File: config.mk
export PLATFORM = sky130hd
export DESIGN_NAME = hid_report_key_event_decoder_unit
export DESIGN_NICKNAME = d
export VERILOG_FILES = /design/src/hrkd_pkg.sv /design/src/hrkd_lane.sv /design/src/hrkd_merge.sv /design/src/hid_report_key_event_decoder_unit.sv
export SDC_FILE = /design/constraint.sdc
export NUM_CORES = 1
export LEC_CHECK = 0
export BUFFER_PORTS_ARGS = -buffer_cell sky130_fd_sc_hd__buf_4
export CORE_ASPECT_RATIO = 1.2
export CORE_MARGIN = 2
export CORE_UTILIZATION = 45
export DETAILED_ROUTE_END_ITERATION = 8
export GPL_TIMING_DRIVEN = 0
export PLACE_DENSITY_LB_ADDON = 0.1
export SLEW_MARGIN = 20
export SYNTH_ARGS = -nofsm -noshare
export SYNTH_HDL_FRONTEND = slang
export SYNTH_SLANG_ARGS = --single-unit
File: constraint.sdc
create_clock -name clk_i -period 2.9 [get_ports clk_i]
set_input_delay 0.725 -clock clk_i [delete_from_list [all_inputs] [get_ports clk_i]]
set_output_delay 0.725 -clock clk_i [all_outputs]
set_load 0.01 [all_outputs]
File: src/hrkd_pkg.sv
`timescale 1ns / 1ps
// Shared types, keycode constants and key decode functions for the HID report decoder.
// No dependencies; imported by every module of the block.
package hrkd_pkg;

  localparam int unsigned KEY_SLOTS = 6;
  localparam int unsigned MAX_SLOTS = 6;

  localparam logic [7:0] SHIFT_MASK = 8'h22;

  localparam logic [7:0] KC_A     = 8'h04;
  localparam logic [7:0] KC_Z     = 8'h1d;
  localparam logic [7:0] KC_1     = 8'h1e;
  localparam logic [7:0] KC_0     = 8'h27;
  localparam logic [7:0] KC_ENTER = 8'h28;
  localparam logic [7:0] KC_ESC   = 8'h29;
  localparam logic [7:0] KC_BKSP  = 8'h2a;
  localparam logic [7:0] KC_SPACE = 8'h2c;
  localparam logic [7:0] KC_PUNC0 = 8'h2d;
  localparam logic [7:0] KC_PUNC1 = 8'h38;
  localparam logic [7:0] KC_RIGHT = 8'h4f;
  localparam logic [7:0] KC_LEFT  = 8'h50;

  localparam logic [6:0] ASCII_UPPER_A = 7'h41;
  localparam logic [6:0] ASCII_LOWER_A = 7'h61;
  localparam logic [6:0] ASCII_SPACE   = 7'h20;

  typedef enum logic [2:0] {
    EVT_CHAR  = 3'd0,
    EVT_LEFT  = 3'd1,
    EVT_RIGHT = 3'd2,
    EVT_BKSP  = 3'd3,
    EVT_ENTER = 3'd4
  } evt_kind_e;

  typedef struct packed {
    logic [7:0] modifiers;
    logic [7:0] key_slot0;
    logic [7:0] key_slot1;
    logic [7:0] key_slot2;
    logic [7:0] key_slot3;
    logic [7:0] key_slot4;
    logic [7:0] key_slot5;
  } key_report_t;

  typedef struct packed {
    evt_kind_e  event_kind;
    logic       escape_flag;
    logic [6:0] ascii_char;
    logic       last_event;
  } key_evt_t;

  typedef struct packed {
    logic     hit;
    key_evt_t evt;
  } lane_res_t;

  function automatic logic [6:0] digit_char(logic [3:0] idx, logic shift);
    logic [6:0] c;
    case (idx)
      4'd0:    c = shift ? 7'h21 : 7'h31;
      4'd1:    c = shift ? 7'h40 : 7'h32;
      4'd2:    c = shift ? 7'h23 : 7'h33;
      4'd3:    c = shift ? 7'h24 : 7'h34;
      4'd4:    c = shift ? 7'h25 : 7'h35;
      4'd5:    c = shift ? 7'h5e : 7'h36;
      4'd6:    c = shift ? 7'h26 : 7'h37;
      4'd7:    c = shift ? 7'h2a : 7'h38;
      4'd8:    c = shift ? 7'h28 : 7'h39;
      4'd9:    c = shift ? 7'h29 : 7'h30;
      default: c = 7'h00;
    endcase
    return c;
  endfunction

  // zero marks a keycode with no mapping
  function automatic logic [6:0] punct_char(logic [3:0] idx, logic shift);
    logic [6:0] c;
    case (idx)
      4'd0:    c = shift ? 7'h5f : 7'h2d;
      4'd1:    c = shift ? 7'h2b : 7'h3d;
      4'd2:    c = shift ? 7'h7b : 7'h5b;
      4'd3:    c = shift ? 7'h7d : 7'h5d;
      4'd4:    c = shift ? 7'h7c : 7'h5c;
      4'd6:    c = shift ? 7'h3a : 7'h3b;
      4'd7:    c = shift ? 7'h22 : 7'h27;
      4'd8:    c = shift ? 7'h7e : 7'h60;
      4'd9:    c = shift ? 7'h3c : 7'h2c;
      4'd10:   c = shift ? 7'h3e : 7'h2e;
      4'd11:   c = shift ? 7'h3f : 7'h2f;
      default: c = 7'h00;
    endcase
    return c;
  endfunction

  function automatic lane_res_t decode_key(logic [7:0] kc, logic shift);
    lane_res_t r;
    r = '0;
    r.hit = 1'b1;
    r.evt.event_kind = EVT_CHAR;
    case (kc) inside
      KC_LEFT:  r.evt.event_kind = EVT_LEFT;
      KC_RIGHT: r.evt.event_kind = EVT_RIGHT;
      KC_BKSP:  r.evt.event_kind = EVT_BKSP;
      KC_ENTER: r.evt.event_kind = EVT_ENTER;
      [KC_A:KC_Z]: begin
        r.evt.ascii_char = (shift ? ASCII_UPPER_A : ASCII_LOWER_A) + (kc[6:0] - KC_A[6:0]);
      end
      [KC_1:KC_0]: r.evt.ascii_char = digit_char(4'(kc - KC_1), shift);
      KC_SPACE:    r.evt.ascii_char = ASCII_SPACE;
      [KC_PUNC0:KC_PUNC1]: begin
        r.evt.ascii_char = punct_char(4'(kc - KC_PUNC0), shift);
        r.hit = (r.evt.ascii_char != 7'h00);
      end
      default: r.hit = 1'b0;
    endcase
    return r;
  endfunction

endpackage

File: src/hrkd_lane.sv
`timescale 1ns / 1ps
// One decode lane: flags a new press in its slot and decodes it into an event.
// Depends on hrkd_pkg.
module hrkd_lane #(
  parameter int unsigned KeySlots = hrkd_pkg::KEY_SLOTS
) (
  input  logic [7:0]                key_i,
  input  logic [KeySlots-1:0][7:0] prev_i,
  input  logic                      shift_i,
  output hrkd_pkg::lane_res_t       res_o
);
  import hrkd_pkg::*;

  logic      seen;
  lane_res_t dec;

  always_comb begin
    seen = 1'b0;
    for (int j = 0; j < KeySlots; j++) begin
      if (prev_i[j] == key_i) seen = 1'b1;
    end
  end

  assign dec = decode_key(key_i, shift_i);

  always_comb begin
    res_o     = dec;
    res_o.hit = dec.hit && (key_i != 8'h00) && !seen;
  end

endmodule

File: src/hrkd_merge.sv
`timescale 1ns / 1ps
// Merge stage: holds the lane events of one report and sends them out one beat at a time.
// Depends on hrkd_pkg.
module hrkd_merge #(
  parameter int unsigned KeySlots = hrkd_pkg::KEY_SLOTS
) (
  input  logic                                clk_i,
  input  logic                                rst_ni,
  input  logic                                load_i,
  input  logic [KeySlots-1:0]                 load_mask_i,
  input  hrkd_pkg::key_evt_t [KeySlots-1:0]   load_evt_i,
  output logic                                load_ready_o,
  output logic                                out_valid_o,
  input  logic                                out_ready_i,
  output hrkd_pkg::key_evt_t                  out_data_o
);
  import hrkd_pkg::*;

  logic [KeySlots-1:0] pend_q, pend_d;
  logic [KeySlots-1:0] low;
  logic [KeySlots-1:0] rest;
  key_evt_t [KeySlots-1:0] evt_q;
  key_evt_t sel_evt;
  key_evt_t out_q;
  logic out_valid_q;
  logic advance;
  logic single;

  assign advance = !out_valid_q || out_ready_i;
  assign low     = pend_q & (~pend_q + 1'b1);
  assign rest    = pend_q & ~low;
  assign single  = (rest == '0);

  assign load_ready_o = (pend_q == '0) || (advance && single);

  always_comb begin
    sel_evt = '0;
    for (int i = 0; i < KeySlots; i++) begin
      if (low[i]) sel_evt = sel_evt | evt_q[i];
    end
    sel_evt.last_event = (rest == '0);
  end

  always_comb begin
    if (load_i) begin
      pend_d = load_mask_i;
    end else if (advance) begin
      pend_d = rest;
    end else begin
      pend_d = pend_q;
    end
  end

  always_ff @(posedge clk_i or negedge rst_ni) begin
    if (!rst_ni) begin
      pend_q      <= '0;
      out_valid_q <= 1'b0;
    end else begin
      pend_q <= pend_d;
      if (advance) begin
        out_valid_q <= (pend_q != '0);
      end
    end
  end

  always_ff @(posedge clk_i) begin
    if (load_i) begin
      evt_q <= load_evt_i;
    end
    if (advance && (pend_q != '0)) begin
      out_q <= sel_evt;
    end
  end

  assign out_valid_o = out_valid_q;
  assign out_data_o  = out_q;

  a_multi_blocks_in: assert property (@(posedge clk_i) disable iff (!rst_ni)
    (rest != '0) |-> !load_ready_o)
    else $error("input taken while several events still pending");

  a_not_last_pending: assert property (@(posedge clk_i) disable iff (!rst_ni)
    (out_valid_q && !out_q.last_event) |-> (pend_q != '0))
    else $error("non-final beat with nothing pending");

  a_escape_last: assert property (@(posedge clk_i) disable iff (!rst_ni)
    (out_valid_q && out_q.escape_flag) |-> out_q.last_event)
    else $error("escape beat not marked last");

  a_pend_moves: assert property (@(posedge clk_i) disable iff (!rst_ni)
    ((pend_q != '0) && !out_valid_q) |=> out_valid_q)
    else $error("pending event not moved to output");

endmodule

File: src/hid_report_key_event_decoder_unit.sv
`timescale 1ns / 1ps
// Top level of the HID boot keyboard report decoder: lanes, previous-report store, merge.
// Depends on hrkd_pkg, hrkd_lane and hrkd_merge.
//
// Usage:
//   Input channel (in_valid_i/in_ready_o/in_data_i) takes one boot keyboard report per
//   beat: a modifier byte and six keycode slots. Output channel
//   (out_valid_o/out_ready_i/out_data_o) gives zero to KeySlots event beats per report,
//   in slot order, with last_event set on the final one. A report holding the escape
//   key gives exactly one escape beat and leaves the stored report unchanged.
//   The first event of an accepted report waits in the merge stage's pending mask, then
//   moves to the output register once it is free or drains. The KeySlots decode lanes
//   check all slots against the stored report combinationally.
//   Throughput: one event beat per cycle while the receiver does not stall; the next
//   report is taken in the cycle the last event of the one before moves to the output
//   register (one report per cycle when each gives at most one event and no stall).
//   Reset clears the stored report to all zeros and drops any pending events.
//   When the receiver stalls, the output beat holds; input is refused while the merge
//   stage holds more than one event, or one event that cannot move to the output.
module hid_report_key_event_decoder_unit #(
  parameter int unsigned KeySlots = hrkd_pkg::KEY_SLOTS
) (
  input  logic                  clk_i,
  input  logic                  rst_ni,
  input  logic                  in_valid_i,
  output logic                  in_ready_o,
  input  hrkd_pkg::key_report_t in_data_i,
  output logic                  out_valid_o,
  input  logic                  out_ready_i,
  output hrkd_pkg::key_evt_t    out_data_o
);
  import hrkd_pkg::*;

  logic [MAX_SLOTS-1:0][7:0] slots;
  logic [KeySlots-1:0][7:0]  prev_q;
  logic [KeySlots-1:0][7:0]  cur;
  lane_res_t [KeySlots-1:0]  lane_res;
  logic [KeySlots-1:0]       load_mask;
  key_evt_t [KeySlots-1:0]   load_evt;
  logic                      shift;
  logic                      escape;
  logic                      load;

  assign slots = {in_data_i.key_slot5, in_data_i.key_slot4, in_data_i.key_slot3,
                  in_data_i.key_slot2, in_data_i.key_slot1, in_data_i.key_slot0};
  assign shift = ((in_data_i.modifiers & SHIFT_MASK) != 8'h00);
  assign load  = in_valid_i && in_ready_o;

  always_comb begin
    escape = 1'b0;
    for (int i = 0; i < KeySlots; i++) begin
      cur[i] = slots[i];
      if (slots[i] == KC_ESC) escape = 1'b1;
    end
  end

  for (genvar g = 0; g < KeySlots; g++) begin : g_lane
    hrkd_lane #(
      .KeySlots(KeySlots)
    ) u_lane (
      .key_i  (cur[g]),
      .prev_i (prev_q),
      .shift_i(shift),
      .res_o  (lane_res[g])
    );
  end

  always_comb begin
    for (int i = 0; i < KeySlots; i++) begin
      load_mask[i] = lane_res[i].hit;
      load_evt[i]  = lane_res[i].evt;
    end
    if (escape) begin
      load_mask                = '0;
      load_mask[0]             = 1'b1;
      load_evt[0]              = '0;
      load_evt[0].event_kind   = EVT_ENTER;
      load_evt[0].escape_flag  = 1'b1;
    end
  end

  always_ff @(posedge clk_i or negedge rst_ni) begin
    if (!rst_ni) begin
      prev_q <= '0;
    end else if (load && !escape) begin
      prev_q <= cur;
    end
  end

  hrkd_merge #(
    .KeySlots(KeySlots)
  ) u_merge (
    .clk_i       (clk_i),
    .rst_ni      (rst_ni),
    .load_i      (load),
    .load_mask_i (load_mask),
    .load_evt_i  (load_evt),
    .load_ready_o(in_ready_o),
    .out_valid_o (out_valid_o),
    .out_ready_i (out_ready_i),
    .out_data_o  (out_data_o)
  );

endmodule
==> results.md <==
* Sw Share at 43.04%
* Cts hold-fix bufs at 0
* Cells along the critical path: buf_4, buf_4, inv_1, ha_1, and3_4, a221oi_4, nand2_4, or2_4, buf_6, buf_12, mux2_4
* CTS tree: done
* Die Y-Extent at 207.5 um
* Post-synth cell types at 88
* Routed Antenna Nets at 0
* # port buffers at 63
* Hold WC Path Type: in2async
* Mean routed wirelength per cell at 24.14 um
* Worst-path clk slew at 70 ps
* GP Congestion at 0.9756
* Internal at 7148 uW
* Setup CP Type: in2reg
* Crit path largest cell delay at 410 ps
* Die Wd at 173.6 um
* Max-slew violation count at 0
* Layout cell share with drive strength beyond 1 at 17.07%
* Initial drt markers at 1,551
* #FFs+latches synth at 128
* TritonRoute pass-1 iters at 6
* Synth-to-Final Area Change at 14.90%
* Reg2reg path depth at 6
* Combinational share of power at 57.5%
* Starting density of the core at 45.58%
* Final setup viols at 0
* Slew HR at 34.73%
* Fmax at 0.3461 GHz
* Setup_tns at 0 ps
* Nets@finish at 2,098
* CP max-delay cell: a221oi_4
* Total CTS buffers at 17
* Routed wire length at 57,970 um
* Fillcell total at 3,290
* Predominant post-synthesis flop cell: edfxtp_1
* Non-filler cells, final at 2,401
* Post-DP HPWL at 43,340 um
* Clk buf depth at 2
* Dpl cells at 2,359
* Largest net degree at the start of global routing at 56
* Worst EP arrival at 3200 ps
* Mapped Area at 0.01553 mm^2
* Yosys warning count at 0
* Root buf cell: clkbuf_16
* Commonest non-fill, non-tap cell in the layout: xnor2_1
* Global-route usage over all layers at 31.74%
* Final Skew at 12.07 ps
* MaxCap Viol Count at 0
* Via count at 15,040
* Vias in the first global route at 14,520
* Worst-path maximum fanout at 10
* Worst Max-Slew Pin Slew at 979.1 ps
* Post-synth EDFFs at 73
* Leak at 0.007049 uW
* Multi-input logic area at 0.01124 mm^2
* Htree depth at 4
* Cells after Synth at 1,838
* RSZ-0062 raised after global routing: true
* Sw Pwr at 5401 uW
* PwrDens at 703.2 mW/mm^2
* Io pins at 74
* Initial antenna violation count at 1
* Final Hold Fails at 0
* # DRC at 0
* Num rows at 74
* Crit end category: flip-flop
* Most frequent cells in the layout: 173 x xnor2_1, 162 x xor2_1, 111 x nor2_1
* Synthesized Nets at 2,004
* Crit path launch type: input port
* Vias per cell at 6.264
* Die Area at 0.03602 mm^2
* Clk network pwr share at 17.8%
* Inserted Diodes at 0
* Status: finished clean
* GRT overflow at 0
* Register area share after synthesis at 22.98%
* Asr flop ratio synth at 42.97%
* Required @ worst endpoint at 3210 ps
* Min Tclk post-route at 2889 ps
* Final period util at 99.63%
* Worst VDD drop at 0.0005987 V
* Seq pwr share at 24.7%
* Core Region at 0.03407 mm^2
* CP most frequent cell: buf_4
* Register area at 0.003568 mm^2
* Synth Area per Inst at 8.449 um^2
* CTS Sinks at 128
* Skew-Pair Late Insertion Delay at 430 ps
* First-pass GRT wire length at 88,460 um
-- repair_timing --
action / CTS / global route
setup endpoints to repair: 96 / 84
hold endpoints to repair: 0 / 0
setup buffers: 8 / 10
resized for setup: 73 / 62
pin swaps: 5 / 11
-- state kept, by name, summed over array words and instances (netlist names) --
name and count:
u_merge.pend_q 6, u_merge.out_valid_o 1, u_merge.out_data_o 12, u_merge.evt_q 61
prev_q 48
-- final timing paths --
kind	startpoint	to	slack [ps]
worst max-delay path	in_data_i[18]	prev_q[7]	10
worst min-delay path	rst_ni	prev_q[31]	380
worst max register to register	u_merge.pend_q[1]	u_merge.evt_q[31]	310
worst min register to register	u_merge.evt_q[62]	u_merge.out_data_o[2]	520
max in group asynchronous	rst_ni	prev_q[1]	1980
min in group clk_i	u_merge.evt_q[62]	u_merge.out_data_o[2]	520
-- per-stage QoR --
step	hold WS [ps]	worst slack [ps]	power, uW	cell area (um^2)	util (%)
3_3_place_gp	498.1	-2063	9957	16590	48.68
3_5_place_dp	504.9	-2009	10120	16630	48.80
6_report	375.6	10.59	12550	17840	52.37
5_1_grt	437.4	-27.21	13240	17840	52.37
4_1_cts	406.5	-121.4	12420	17560	51.52
2_1_floorplan	429.4	12.06	8240	15540	-
-- power groups by stage --
| stage | Sequential (uW) | Clock (uW) | Combinational [uW] |
|---|---|---|---|
| 6_report | 3100 | 2240 | 7210 |
| 5_1_grt | 3160 | 2320 | 7760 |
| 4_1_cts | 3090 | 2240 | 7090 |
| 3_5_place_dp | 3130 | 0 | 6990 |
| 3_3_place_gp | 3120 | 0 | 6840 |
| 2_1_floorplan | 3090 | 0 | 5150 |
-- cell usage after synthesis (all sizes together) (5+ instances only) --
library cell	number	share of area [%]
xnor2	184	10
xor2	167	9.4
a21oi	115	3.8
nor2	112	2.7
ha	106	8.5
nand2	106	2.6
clkbuf	95	2.3
o21ai	89	2.9
buf	78	3.0
inv	74	1.8
edfxtp	73	14
nand4	59	2.4
dfrtp	55	8.9
nor4	54	2.2
mux2	51	4.8
nor3	34	1.1
nand3	33	1.1
a211oi	30	1.5
a221oi	26	1.6
and3	19	0.80
a31oi	18	0.73
o22ai	15	0.69
o21bai	14	0.68
or2	14	0.58
a22oi	12	0.58
nand2b	11	0.44
o211ai	11	0.53
o21a	11	0.53
a2111oi	10	0.57
a21boi	10	0.48
a311oi	10	0.60
o2111ai	10	0.56
or3	10	0.40
nor2b	9	0.36
o311ai	9	0.51
a21o	8	0.39
and2	7	0.28
o31ai	7	0.44
a221o	6	0.39
nor3b	6	0.32
a32oi	5	0.28
mux2i	5	0.32
or4	5	0.24
-- layout make-up --
class	instances	area share, %
clock inverters	10	0.5610
flip-flops and latches	128	20.00
clock buffers	22	2.784
inverters	74	1.620
well taps	456	3.198
plain buffers	165	5.224
multi-input cells	1463	63.00
repair buffers	83	3.618
-- layer usage --
| metal | wire, um | vias to the layer above | global-route usage, % |
|---|---|---|---|
| met5 | 7 | - | 0 |
| met4 | 2830 | 2 | 14.26 |
| met3 | 3990 | 176 | 4.249 |
| met2 | 27430 | 730 | 53.38 |
| met1 | 23710 | 7303 | 40.60 |
| li1 | - | 6829 | - |
-- kinds of logic (layout without fill, tap and decap cells) --
family | Yosys count | count (layout) | synth area share [%]
XOR/XNOR | 351 | 351 | 19.84
buffers and inverters | 247 | 354 | 7.114
AO/OA/AOI/OAI | 451 | 451 | 19.80
multiplexers | 56 | 56 | 5.108
AND/OR/NAND/NOR | 497 | 497 | 16.49
flip-flops | 128 | 128 | 22.98
adder cells (fa/ha/maj) | 108 | 108 | 8.669
-- critical path: cells and delay by family --
kind,cells,cell delay (ps)
mux,1,300
compound gates,1,410
buf+inv,5,890
simple gates,3,600
fa+ha+maj,1,230
Note: power is estimated with default switching activity, not from simulation.
